### src/rtl/rrg_pkg.sv
// Shared types, codes and constants for the reference ramp generator.
package rrg_pkg;

  localparam int STEP_W  = 23;
  localparam int LEVEL_W = 24;
  localparam int DATA_W  = 32;
  localparam int FRAC_W  = 16;
  localparam int DIVQ_W  = DATA_W + FRAC_W;
  localparam int QSAT_W  = 19;
  localparam int PROD_W  = 25;
  localparam int RES_W   = 27;

  localparam logic [2:0] ACT_TICK   = 3'd0;
  localparam logic [2:0] ACT_SET    = 3'd1;
  localparam logic [2:0] ACT_INC    = 3'd2;
  localparam logic [2:0] ACT_DEC    = 3'd3;
  localparam logic [2:0] ACT_ADJUST = 3'd4;

  localparam logic [1:0] STAT_OK    = 2'd0;
  localparam logic [1:0] STAT_RANGE = 2'd1;
  localparam logic [1:0] STAT_LIMIT = 2'd2;

  localparam logic [2:0] REG_RISE      = 3'd0;
  localparam logic [2:0] REG_FALL      = 3'd1;
  localparam logic [2:0] REG_FAST_FALL = 3'd2;
  localparam logic [2:0] REG_NUDGE     = 3'd3;
  localparam logic [2:0] REG_FAST_MODE = 3'd4;
  localparam logic [2:0] REG_MIN       = 3'd5;
  localparam logic [2:0] REG_MAX       = 3'd6;

  localparam logic [STEP_W-1:0] REF_MAX_RST = 23'd6553600;
  localparam logic [6:0]        PERCENT     = 7'd100;

  typedef struct packed {
    logic [STEP_W-1:0]  rise_step;
    logic [STEP_W-1:0]  fall_step;
    logic [STEP_W-1:0]  fast_fall_step;
    logic [STEP_W-1:0]  nudge_step;
    logic               fast_stop;
    logic [LEVEL_W-1:0] ref_min;
    logic [STEP_W-1:0]  ref_max;
  } rrg_cfg_t;

  typedef struct packed {
    logic load_in;
    logic div_start;
    logic commit;
  } rrg_cmd_t;

  typedef struct packed {
    logic is_adjust;
    logic div_done;
  } rrg_sts_t;

endpackage

### src/rtl/rrg_regs.sv
// Configuration register file behind the APB-style port.
module rrg_regs (
  input  logic              clk,
  input  logic              rst_n,
  input  logic              psel,
  input  logic              penable,
  input  logic              pwrite,
  input  logic [4:0]        paddr,
  input  logic [31:0]       pwdata,
  output logic [31:0]       prdata,
  output logic              pready,
  output rrg_pkg::rrg_cfg_t cfg
);

  rrg_pkg::rrg_cfg_t cfg_r;
  logic              wr_en;
  logic [2:0]        idx;

  assign pready = 1'b1;
  assign wr_en  = psel && penable && pwrite;
  assign idx    = paddr[4:2];
  assign cfg    = cfg_r;

  always_ff @(posedge clk) begin
    if (!rst_n) begin
      cfg_r <= '{rise_step:      '0,
                 fall_step:      '0,
                 fast_fall_step: '0,
                 nudge_step:     '0,
                 fast_stop:      1'b0,
                 ref_min:        '0,
                 ref_max:        rrg_pkg::REF_MAX_RST};
    end else if (wr_en) begin
      unique case (idx)
        rrg_pkg::REG_RISE:      cfg_r.rise_step      <= pwdata[rrg_pkg::STEP_W-1:0];
        rrg_pkg::REG_FALL:      cfg_r.fall_step      <= pwdata[rrg_pkg::STEP_W-1:0];
        rrg_pkg::REG_FAST_FALL: cfg_r.fast_fall_step <= pwdata[rrg_pkg::STEP_W-1:0];
        rrg_pkg::REG_NUDGE:     cfg_r.nudge_step     <= pwdata[rrg_pkg::STEP_W-1:0];
        rrg_pkg::REG_FAST_MODE: cfg_r.fast_stop      <= pwdata[0];
        rrg_pkg::REG_MIN:       cfg_r.ref_min        <= pwdata[rrg_pkg::LEVEL_W-1:0];
        rrg_pkg::REG_MAX:       cfg_r.ref_max        <= pwdata[rrg_pkg::STEP_W-1:0];
        default: begin
        end
      endcase
    end
  end

  always_comb begin
    unique case (idx)
      rrg_pkg::REG_RISE:      prdata = {9'd0, cfg_r.rise_step};
      rrg_pkg::REG_FALL:      prdata = {9'd0, cfg_r.fall_step};
      rrg_pkg::REG_FAST_FALL: prdata = {9'd0, cfg_r.fast_fall_step};
      rrg_pkg::REG_NUDGE:     prdata = {9'd0, cfg_r.nudge_step};
      rrg_pkg::REG_FAST_MODE: prdata = {31'd0, cfg_r.fast_stop};
      rrg_pkg::REG_MIN:       prdata = {{8{cfg_r.ref_min[23]}}, cfg_r.ref_min};
      rrg_pkg::REG_MAX:       prdata = {9'd0, cfg_r.ref_max};
      default:                prdata = 32'd0;
    endcase
  end

endmodule

### src/rtl/rrg_div.sv
// Radix-2 restoring divider: 48-bit dividend magnitude by 32-bit divisor, one bit a cycle.
module rrg_div (
  input  logic                       clk,
  input  logic                       rst_n,
  input  logic                       start,
  input  logic [rrg_pkg::DATA_W-1:0] num_mag,
  input  logic [rrg_pkg::DATA_W-1:0] den_mag,
  output logic [rrg_pkg::DIVQ_W-1:0] quo,
  output logic                       done
);

  logic [rrg_pkg::DIVQ_W-1:0] dq_r, dq_nxt;
  logic [rrg_pkg::DATA_W-1:0] rem_r, rem_nxt;
  logic [rrg_pkg::DATA_W-1:0] den_r;
  logic [5:0]                 cnt_r, cnt_nxt;
  logic                       busy_r, busy_nxt;
  logic                       done_r, done_nxt;
  logic [rrg_pkg::DATA_W:0]   trial;
  logic [rrg_pkg::DATA_W:0]   diff;
  logic                       ge;

  assign trial = {rem_r, dq_r[rrg_pkg::DIVQ_W-1]};
  assign diff  = trial - {1'b0, den_r};
  assign ge    = (trial >= {1'b0, den_r});
  assign quo   = dq_r;
  assign done  = done_r;

  always_comb begin
    dq_nxt   = dq_r;
    rem_nxt  = rem_r;
    cnt_nxt  = cnt_r;
    busy_nxt = busy_r;
    done_nxt = 1'b0;
    if (start) begin
      dq_nxt   = {num_mag, {rrg_pkg::FRAC_W{1'b0}}};
      rem_nxt  = '0;
      cnt_nxt  = '0;
      busy_nxt = 1'b1;
    end else if (busy_r) begin
      dq_nxt  = {dq_r[rrg_pkg::DIVQ_W-2:0], ge};
      rem_nxt = ge ? diff[rrg_pkg::DATA_W-1:0] : trial[rrg_pkg::DATA_W-1:0];
      cnt_nxt = cnt_r + 6'd1;
      if (cnt_r == 6'(rrg_pkg::DIVQ_W - 1)) begin
        busy_nxt = 1'b0;
        done_nxt = 1'b1;
      end
    end
  end

  always_ff @(posedge clk) begin
    if (!rst_n) begin
      busy_r <= 1'b0;
      done_r <= 1'b0;
      cnt_r  <= '0;
    end else begin
      busy_r <= busy_nxt;
      done_r <= done_nxt;
      cnt_r  <= cnt_nxt;
    end
  end

  always_ff @(posedge clk) begin
    dq_r  <= dq_nxt;
    rem_r <= rem_nxt;
    if (start) begin
      den_r <= den_mag;
    end
  end

  a_start_busy: assert property (@(posedge clk) disable iff (!rst_n)
    start |=> busy_r) else $error("divider did not go busy after start");
  a_done_after_busy: assert property (@(posedge clk) disable iff (!rst_n)
    done_r |-> (!busy_r && $past(busy_r))) else $error("divider done without a run");

endmodule

### src/rtl/rrg_datapath.sv
// Reference state, per-action arithmetic, divider and output register.
module rrg_datapath (
  input  logic              clk,
  input  logic              rst_n,
  input  rrg_pkg::rrg_cfg_t cfg,
  input  rrg_pkg::rrg_cmd_t cmd,
  output rrg_pkg::rrg_sts_t sts,
  input  logic [63:0]       in_tdata,
  input  logic [2:0]        in_tuser,
  output logic [47:0]       out_tdata,
  output logic [2:0]        out_tuser
);

  localparam int LW = rrg_pkg::LEVEL_W;
  localparam int DW = rrg_pkg::DATA_W;
  localparam int SW = rrg_pkg::STEP_W;
  localparam int RW = rrg_pkg::RES_W;

  logic [2:0]            act_r;
  logic signed [DW-1:0]  val_r;
  logic signed [DW-1:0]  max_r;
  logic signed [LW-1:0]  cur_r, cur_nxt;
  logic signed [LW-1:0]  tgt_r, tgt_nxt;
  logic                  reached;
  logic [1:0]            status;

  logic signed [LW-1:0]  out_cur_r, out_tgt_r;
  logic                  out_reached_r;
  logic [1:0]            out_status_r;

  // Operands brought to common widths.
  logic signed [DW-1:0]  min32, max32;
  logic signed [LW+1:0]  min26, max26, tgt26, t_inc, t_dec;
  logic signed [LW:0]    dr;
  logic [LW:0]           mag;
  logic [SW-1:0]         step;
  logic signed [LW:0]    step25;
  logic signed [LW:0]    moved;

  logic [DW-1:0]                 v_mag, m_mag;
  logic [rrg_pkg::DIVQ_W-1:0]    quo;
  logic                          div_done;
  logic [rrg_pkg::QSAT_W-1:0]    qsat;
  logic [rrg_pkg::PROD_W-1:0]    prod;
  logic signed [RW-1:0]          r_val, min27, max27;

  assign min32  = {{(DW-LW){cfg.ref_min[LW-1]}}, cfg.ref_min};
  assign max32  = {{(DW-SW){1'b0}}, cfg.ref_max};
  assign min26  = {{2{cfg.ref_min[LW-1]}}, cfg.ref_min};
  assign max26  = {3'b000, cfg.ref_max};
  assign tgt26  = {{2{tgt_r[LW-1]}}, tgt_r};
  assign t_inc  = tgt26 + {3'b000, cfg.nudge_step};
  assign t_dec  = tgt26 - {3'b000, cfg.nudge_step};
  assign dr     = {cur_r[LW-1], cur_r} - {tgt_r[LW-1], tgt_r};
  assign mag    = dr[LW] ? 25'(-dr) : 25'(dr);
  assign step   = dr[LW] ? cfg.rise_step :
                  (cfg.fast_stop ? cfg.fast_fall_step : cfg.fall_step);
  assign step25 = {2'b00, step};
  assign moved  = dr[LW] ? ({cur_r[LW-1], cur_r} + step25)
                         : ({cur_r[LW-1], cur_r} - step25);

  assign v_mag = val_r[DW-1] ? DW'(-val_r) : DW'(val_r);
  assign m_mag = max_r[DW-1] ? DW'(-max_r) : DW'(max_r);

  rrg_div u_div (
    .clk     (clk),
    .rst_n   (rst_n),
    .start   (cmd.div_start),
    .num_mag (v_mag),
    .den_mag (m_mag),
    .quo     (quo),
    .done    (div_done)
  );

  // Anything at or above 2^18 already lies far outside the reference range after scaling.
  assign qsat  = (|quo[rrg_pkg::DIVQ_W-1:rrg_pkg::QSAT_W-1]) ?
                 {1'b1, {(rrg_pkg::QSAT_W-1){1'b0}}} :
                 {1'b0, quo[rrg_pkg::QSAT_W-2:0]};
  assign prod  = rrg_pkg::PROD_W'(qsat * rrg_pkg::PERCENT);
  assign r_val = (val_r[DW-1] ^ max_r[DW-1]) ? -$signed({2'b00, prod})
                                              : $signed({2'b00, prod});
  assign min27 = {{(RW-LW){cfg.ref_min[LW-1]}}, cfg.ref_min};
  assign max27 = {{(RW-SW){1'b0}}, cfg.ref_max};

  assign sts.is_adjust = (act_r == rrg_pkg::ACT_ADJUST);
  assign sts.div_done  = div_done;

  always_comb begin
    cur_nxt = cur_r;
    tgt_nxt = tgt_r;
    reached = 1'b0;
    status  = rrg_pkg::STAT_OK;
    unique case (act_r)
      rrg_pkg::ACT_TICK: begin
        if (cur_r == tgt_r) begin
          reached = 1'b1;
        end else if (mag < step25) begin
          cur_nxt = tgt_r;
          reached = 1'b1;
        end else begin
          cur_nxt = moved[LW-1:0];
        end
      end
      rrg_pkg::ACT_SET: begin
        if (val_r > max32 || val_r < min32) begin
          status = rrg_pkg::STAT_RANGE;
        end else begin
          tgt_nxt = val_r[LW-1:0];
        end
      end
      rrg_pkg::ACT_INC: begin
        if (tgt26 == max26) begin
          status = rrg_pkg::STAT_LIMIT;
        end else if (t_inc > max26) begin
          tgt_nxt = max26[LW-1:0];
        end else begin
          tgt_nxt = t_inc[LW-1:0];
        end
      end
      rrg_pkg::ACT_DEC: begin
        if (tgt26 == min26) begin
          status = rrg_pkg::STAT_LIMIT;
        end else if (t_dec < min26) begin
          tgt_nxt = min26[LW-1:0];
        end else begin
          tgt_nxt = t_dec[LW-1:0];
        end
      end
      rrg_pkg::ACT_ADJUST: begin
        priority if (val_r <= min32) begin
          cur_nxt = '0;
        end else if (val_r >= max_r) begin
          cur_nxt = {1'b0, cfg.ref_max};
        end else if (max_r == '0) begin
          cur_nxt = cfg.ref_min;
        end else if (r_val < min27) begin
          cur_nxt = cfg.ref_min;
        end else if (r_val > max27) begin
          cur_nxt = {1'b0, cfg.ref_max};
        end else begin
          cur_nxt = r_val[LW-1:0];
        end
      end
      default: begin
      end
    endcase
  end

  always_ff @(posedge clk) begin
    if (cmd.load_in) begin
      act_r <= in_tuser;
      val_r <= in_tdata[31:0];
      max_r <= in_tdata[63:32];
    end
  end

  always_ff @(posedge clk) begin
    if (!rst_n) begin
      cur_r         <= '0;
      tgt_r         <= '0;
      out_cur_r     <= '0;
      out_tgt_r     <= '0;
      out_reached_r <= 1'b0;
      out_status_r  <= rrg_pkg::STAT_OK;
    end else if (cmd.commit) begin
      cur_r         <= cur_nxt;
      tgt_r         <= tgt_nxt;
      out_cur_r     <= cur_nxt;
      out_tgt_r     <= tgt_nxt;
      out_reached_r <= reached;
      out_status_r  <= status;
    end
  end

  assign out_tdata = {out_tgt_r, out_cur_r};
  assign out_tuser = {out_status_r, out_reached_r};

  a_reached_equal: assert property (@(posedge clk) disable iff (!rst_n)
    out_reached_r |-> (out_cur_r == out_tgt_r))
    else $error("reached flagged while current differs from target");

endmodule

### src/rtl/rrg_ctrl.sv
// Sequencing state machine: request intake, divider start, commit and output valid.
module rrg_ctrl (
  input  logic              clk,
  input  logic              rst_n,
  input  logic              in_tvalid,
  output logic              in_tready,
  output logic              out_tvalid,
  input  logic              out_tready,
  input  rrg_pkg::rrg_sts_t sts,
  output rrg_pkg::rrg_cmd_t cmd
);

  localparam logic [1:0] S_IDLE   = 2'd0;
  localparam logic [1:0] S_EXEC   = 2'd1;
  localparam logic [1:0] S_DIV    = 2'd2;
  localparam logic [1:0] S_COMMIT = 2'd3;

  logic [1:0] state_r, state_nxt;
  logic       out_valid_r, out_valid_nxt;

  assign in_tready  = (state_r == S_IDLE);
  assign out_tvalid = out_valid_r;

  always_comb begin
    state_nxt = state_r;
    cmd       = '0;
    unique case (state_r)
      S_IDLE: begin
        if (in_tvalid) begin
          cmd.load_in = 1'b1;
          state_nxt   = S_EXEC;
        end
      end
      S_EXEC: begin
        if (sts.is_adjust) begin
          cmd.div_start = 1'b1;
          state_nxt     = S_DIV;
        end else begin
          state_nxt = S_COMMIT;
        end
      end
      S_DIV: begin
        if (sts.div_done) begin
          state_nxt = S_COMMIT;
        end
      end
      S_COMMIT: begin
        // The result may only land once the output register is free or is being drained.
        if (!out_valid_r || out_tready) begin
          cmd.commit = 1'b1;
          state_nxt  = S_IDLE;
        end
      end
      default: state_nxt = S_IDLE;
    endcase
  end

  assign out_valid_nxt = cmd.commit ? 1'b1 : (out_tready ? 1'b0 : out_valid_r);

  always_ff @(posedge clk) begin
    if (!rst_n) begin
      state_r     <= S_IDLE;
      out_valid_r <= 1'b0;
    end else begin
      state_r     <= state_nxt;
      out_valid_r <= out_valid_nxt;
    end
  end

  a_commit_valid: assert property (@(posedge clk) disable iff (!rst_n)
    cmd.commit |=> out_valid_r) else $error("commit did not raise output valid");
  a_one_at_a_time: assert property (@(posedge clk) disable iff (!rst_n)
    (in_tvalid && in_tready) |=> !in_tready) else $error("second request taken too early");
  a_done_in_div: assert property (@(posedge clk) disable iff (!rst_n)
    sts.div_done |-> (state_r == S_DIV)) else $error("divider finished outside divide wait");

endmodule

### src/rtl/reference_ramp_generator.sv
// Top level of the Q16.16 setpoint ramp generator with slew-rate limiting.
// One request at a time: tick, set, increment and decrement pass from acceptance through the
// exec and commit states; adjust also starts the divider and waits in the divide state until
// the 48-step serial divider is done. Commit waits until the output register is free or drained.
// A new request is taken while the previous result waits in the output register.
// Synchronous active-low reset clears both references, the registers (max to 100.0) and valid.
module reference_ramp_generator (
  input  logic        clk,
  input  logic        rst_n,
  input  logic        in_tvalid,
  output logic        in_tready,
  input  logic [63:0] in_tdata,   // [31:0] value, [63:32] max_value
  input  logic [2:0]  in_tuser,   // [2:0] action
  output logic        out_tvalid,
  input  logic        out_tready,
  output logic [47:0] out_tdata,  // [23:0] current_level, [47:24] target_level
  output logic [2:0]  out_tuser,  // [0] reached, [2:1] status
  input  logic        cfg_psel,
  input  logic        cfg_penable,
  input  logic        cfg_pwrite,
  input  logic [4:0]  cfg_paddr,
  input  logic [31:0] cfg_pwdata,
  output logic [31:0] cfg_prdata,
  output logic        cfg_pready
);

  rrg_pkg::rrg_cfg_t cfg;
  rrg_pkg::rrg_cmd_t cmd;
  rrg_pkg::rrg_sts_t sts;

  rrg_regs u_regs (
    .clk     (clk),
    .rst_n   (rst_n),
    .psel    (cfg_psel),
    .penable (cfg_penable),
    .pwrite  (cfg_pwrite),
    .paddr   (cfg_paddr),
    .pwdata  (cfg_pwdata),
    .prdata  (cfg_prdata),
    .pready  (cfg_pready),
    .cfg     (cfg)
  );

  rrg_ctrl u_ctrl (
    .clk        (clk),
    .rst_n      (rst_n),
    .in_tvalid  (in_tvalid),
    .in_tready  (in_tready),
    .out_tvalid (out_tvalid),
    .out_tready (out_tready),
    .sts        (sts),
    .cmd        (cmd)
  );

  rrg_datapath u_dp (
    .clk       (clk),
    .rst_n     (rst_n),
    .cfg       (cfg),
    .cmd       (cmd),
    .sts       (sts),
    .in_tdata  (in_tdata),
    .in_tuser  (in_tuser),
    .out_tdata (out_tdata),
    .out_tuser (out_tuser)
  );

endmodule
### config.mk
export PLATFORM = sky130hd
export DESIGN_NAME = reference_ramp_generator
export DESIGN_NICKNAME = d
export VERILOG_FILES = /design/src/rtl/rrg_pkg.sv /design/src/rtl/rrg_regs.sv /design/src/rtl/rrg_div.sv /design/src/rtl/rrg_datapath.sv /design/src/rtl/rrg_ctrl.sv /design/src/rtl/reference_ramp_generator.sv
export SDC_FILE = /design/constraint.sdc
export NUM_CORES = 2
export LEC_CHECK = 0
export BUFFER_PORTS_ARGS = -buffer_cell sky130_fd_sc_hd__buf_2
export CAP_MARGIN = 20
export CORE_MARGIN = 2
export CORE_UTILIZATION = 45
export DETAILED_ROUTE_END_ITERATION = 8
export HOLD_SLACK_MARGIN = 0.06
export PLACE_DENSITY = 0.73
export SLEW_MARGIN = 20
export SYNTH_ARGS = -nofsm -noshare
export SYNTH_HDL_FRONTEND = slang
export SYNTH_SLANG_ARGS = --single-unit
### constraint.sdc
create_clock -name clk -period 7.9 [get_ports clk]
set_input_delay 0 -clock clk [delete_from_list [all_inputs] [get_ports clk]]
set_output_delay 0 -clock clk [all_outputs]
set_load 0.01 [all_outputs]
==> metrics <==
combinational share of power=0.637; top layer in use=met5; footprint of the multi-input gates=23110 µm²; Buf/Inv on CP=6; Port Buf Inserts=185; Final nets=4912; crit-path leading delay family=simple AND/OR/NAND/NOR gates; Hold Fails Final Rpt=0; Synth Register Bits=381; Net Switching=6.554 mW; share of power burned in registers=0.195; main flop type after synthesis=dfxtp_1; worst setup path class=reg2reg; PD cells=346.8 nW/µm²; syn_area_per_cell=8.157 µm²; via count=33748; Cell Area, Synth=33470 µm²; unrepaired setup endpoints after global routing=yes; metal3 WL=14120 µm; GRT overflow=0; clk_lat worst skew=620 ps; Final ANT Viol Nets=0; Worst Path Required=8430 ps; layout cell share with drive strength beyond 1=0.1270; Internal Power=6.979 mW; Max VDD drop=0.4625 mV; Iter 0 DRT Violations=3794; Initial Utilization=0.4519; largest net degree at the start of global routing=86; LEAKAGE=16.46 nW; routed length per instance=24.73 µm; Clk network pwr share=0.168; routed wl met2=57080 µm; Max Buffers Root-to-Sink=3; Row Count=100; TritonRoute pass-1 iters=7; root buffer cell=clkbuf_16; CP peak stage delay=560 ps; Tmin final=7841 ps; CP dominant cell by count=ha_4; CTS tree=done; Num CTS Buffers=46; commonest non-fill, non-tap cell in the layout=nand2_1; startpoint class of the critical path=flop; dpl cells=5175; FMAX=127.5 MHz; Global Route Usage Sum=0.3327; Ports=197; global-route wire length before repair=194700 µm; CP max FO=5; Relative slew margins=0.2273; Area Overhead vs Synth=16.58%; vias in the first global route=31280; initial antenna violation count=6; most frequent cells in the layout=nand2_1 (480), ha_1 (385), a21oi_1 (293), inv_1 (281), nor2_1 (251); total length of routed wires=133400 µm; EDFF count, synth=131; final setup skew=48.95 ps; # fillers=6861; CP endpoint kind=flop; switching share of power=0.4843; H-tree Lvls=2; Die ar.=76590 µm²; final critical-path share of the clock period=0.9925; Final Max Slew Viols=0; Gate Count Post-Synth=4104; Finish-stage setup viols=0; gpl congestion=1.064; via density per instance=6.257; Synth async-reset ratio=0; Final Core Density=0.5269; clock sinks=381; hpwl dp=98850 µm; fin cells=5394; Crit-path slowest cell=or4b_4; DRC=0; Worst-Margin Slew=1159 ps; Die W=276.7 µm; max-cap viol count=0; status=completed; Reg area=8944 µm²; core footprint=74070 µm²; register area share after synthesis=0.2670; Syn Nets=4627; YS warnings=0; clk slew on worst S/H paths=70 ps; Cell variety after synth=111; die height=276.7 µm; HP Class=in2reg; crit path DAT=8370 ps; Routed met1 length=51180 µm
==> per-layer routing <==
metal / track usage / up-vias
li1: - / 15433
met5: 0 / -
met3: 0.07298 / 520
met1: 0.4149 / 15820
met4: 0.2297 / 4
met2: 0.5133 / 1971
==> worst register-to-register path: cells and delay by family, from the launching register on <==
family	cells	cell delay, ps
adders and majority gates	5	1520
and+or+nand+nor	10	2990
buffers and inverters	6	640
xor gates and xnor gates	1	200
DFF	1	400
AOI/OAI and AO/OA	10	1990
==> cells in the mapped netlist (all sizes together) (72+ instances only) <==
cell type  number  area share
inv           286       0.032
nand2         482       0.054
ha            393        0.15
mux2i          74       0.022
nor3           73       0.011
nor2          255       0.029
nand3         134       0.020
a21oi         301       0.045
edfxtp        131        0.12
xor2           98       0.026
a22oi          72       0.016
a21boi         88       0.020
a21o           92       0.021
o21ai         219       0.033
dfxtp         250        0.15
xnor2         185       0.048
clkbuf        165       0.019
==> kinds of logic (layout without fill, tap and decap cells) <==
kind of cell | Yosys count | after routing | share of synthesized area
AOI/OAI and AO/OA | 1172 | 1172 | 0.2336
xor gates and xnor gates | 283 | 283 | 0.07404
adders and majority gates | 412 | 412 | 0.1583
buffers and inverters | 481 | 800 | 0.05577
DFF | 381 | 381 | 0.2670
muxes | 104 | 104 | 0.03222
other | 1 | 2 | 0.0001120
and+or+nand+nor | 1270 | 1271 | 0.1790
==> flip-flops by register name (all words and copies together) (netlist names), 2 cells and up <==
signal and count:
u_ctrl.state_r 2, u_dp.act_r 3, u_dp.max_r 32, u_dp.out_cur_r 24, u_dp.out_status_r 2, u_dp.out_tgt_r 24, u_dp.u_div.cnt_r 6, u_dp.u_div.den_r 32
u_dp.u_div.quo 48, u_dp.u_div.rem_r 32, u_dp.val_r 32, u_regs.cfg 140
==> power by group through the flow <==
stage / Combinational (mW) / Clock, mW / Sequential [mW]
3_3_place_gp: 8.05 / 0 / 2.66
6_report: 8.62 / 2.27 / 2.64
2_1_floorplan: 6.03 / 0 / 2.53
3_5_place_dp: 8.17 / 0 / 2.67
4_1_cts: 8.26 / 2.27 / 2.63
5_1_grt: 9.32 / 2.35 / 2.66
==> metrics by stage <==
stage                     setup TNS, ps  hold WS [ps]  instance area, µm²  setup WS [ps]  power [mW]
after global routing              -2109         92.36               39020         -186.6       14.33
after floorplan                       0         98.87               33470          307.7       8.562
after global placement                0         177.1               35750          142.5       10.71
after detailed placement         -11.19         178.4               35750         -6.675       10.84
after CTS                             0         79.09               38320          21.91       13.16
final                                 0         88.72               39020          59.45       13.53
==> final timing paths <==
check                      end  cells after the start  slack [ps]                from
max reg2reg  u_dp.out_cur_r[5]                     32          60  u_dp.u_div.quo[18]
min reg2reg     u_regs.cfg[78]                      2         470      u_regs.cfg[78]
min              u_dp.val_r[1]                      2          90         in_tdata[1]
max          u_dp.out_cur_r[5]                     32          60  u_dp.u_div.quo[18]
==> cell type report <==
class	count	area share
Multi-Input combinational cell	3243	0.5921
Sequential cell	381	0.2292
Timing Repair Buffer	430	0.07971
Clock buffer	55	0.03142
Tap cell	969	0.03107
Inverter	287	0.02760
Clock inverter	28	0.008881
Antenna cell	1	0.00006412
==> what timing repair did <==
item | CTS | global route
hold endpoints to repair | 250 | 0
cloned | 0 | 3
pin swaps | 0 | 54
hold buffers | 99 | 0
gates resized for setup | 1 | 75
setup buffers | 0 | 33
endpoints found under the setup margin | 3 | 24
Note: power is estimated with default switching activity, not from simulation.
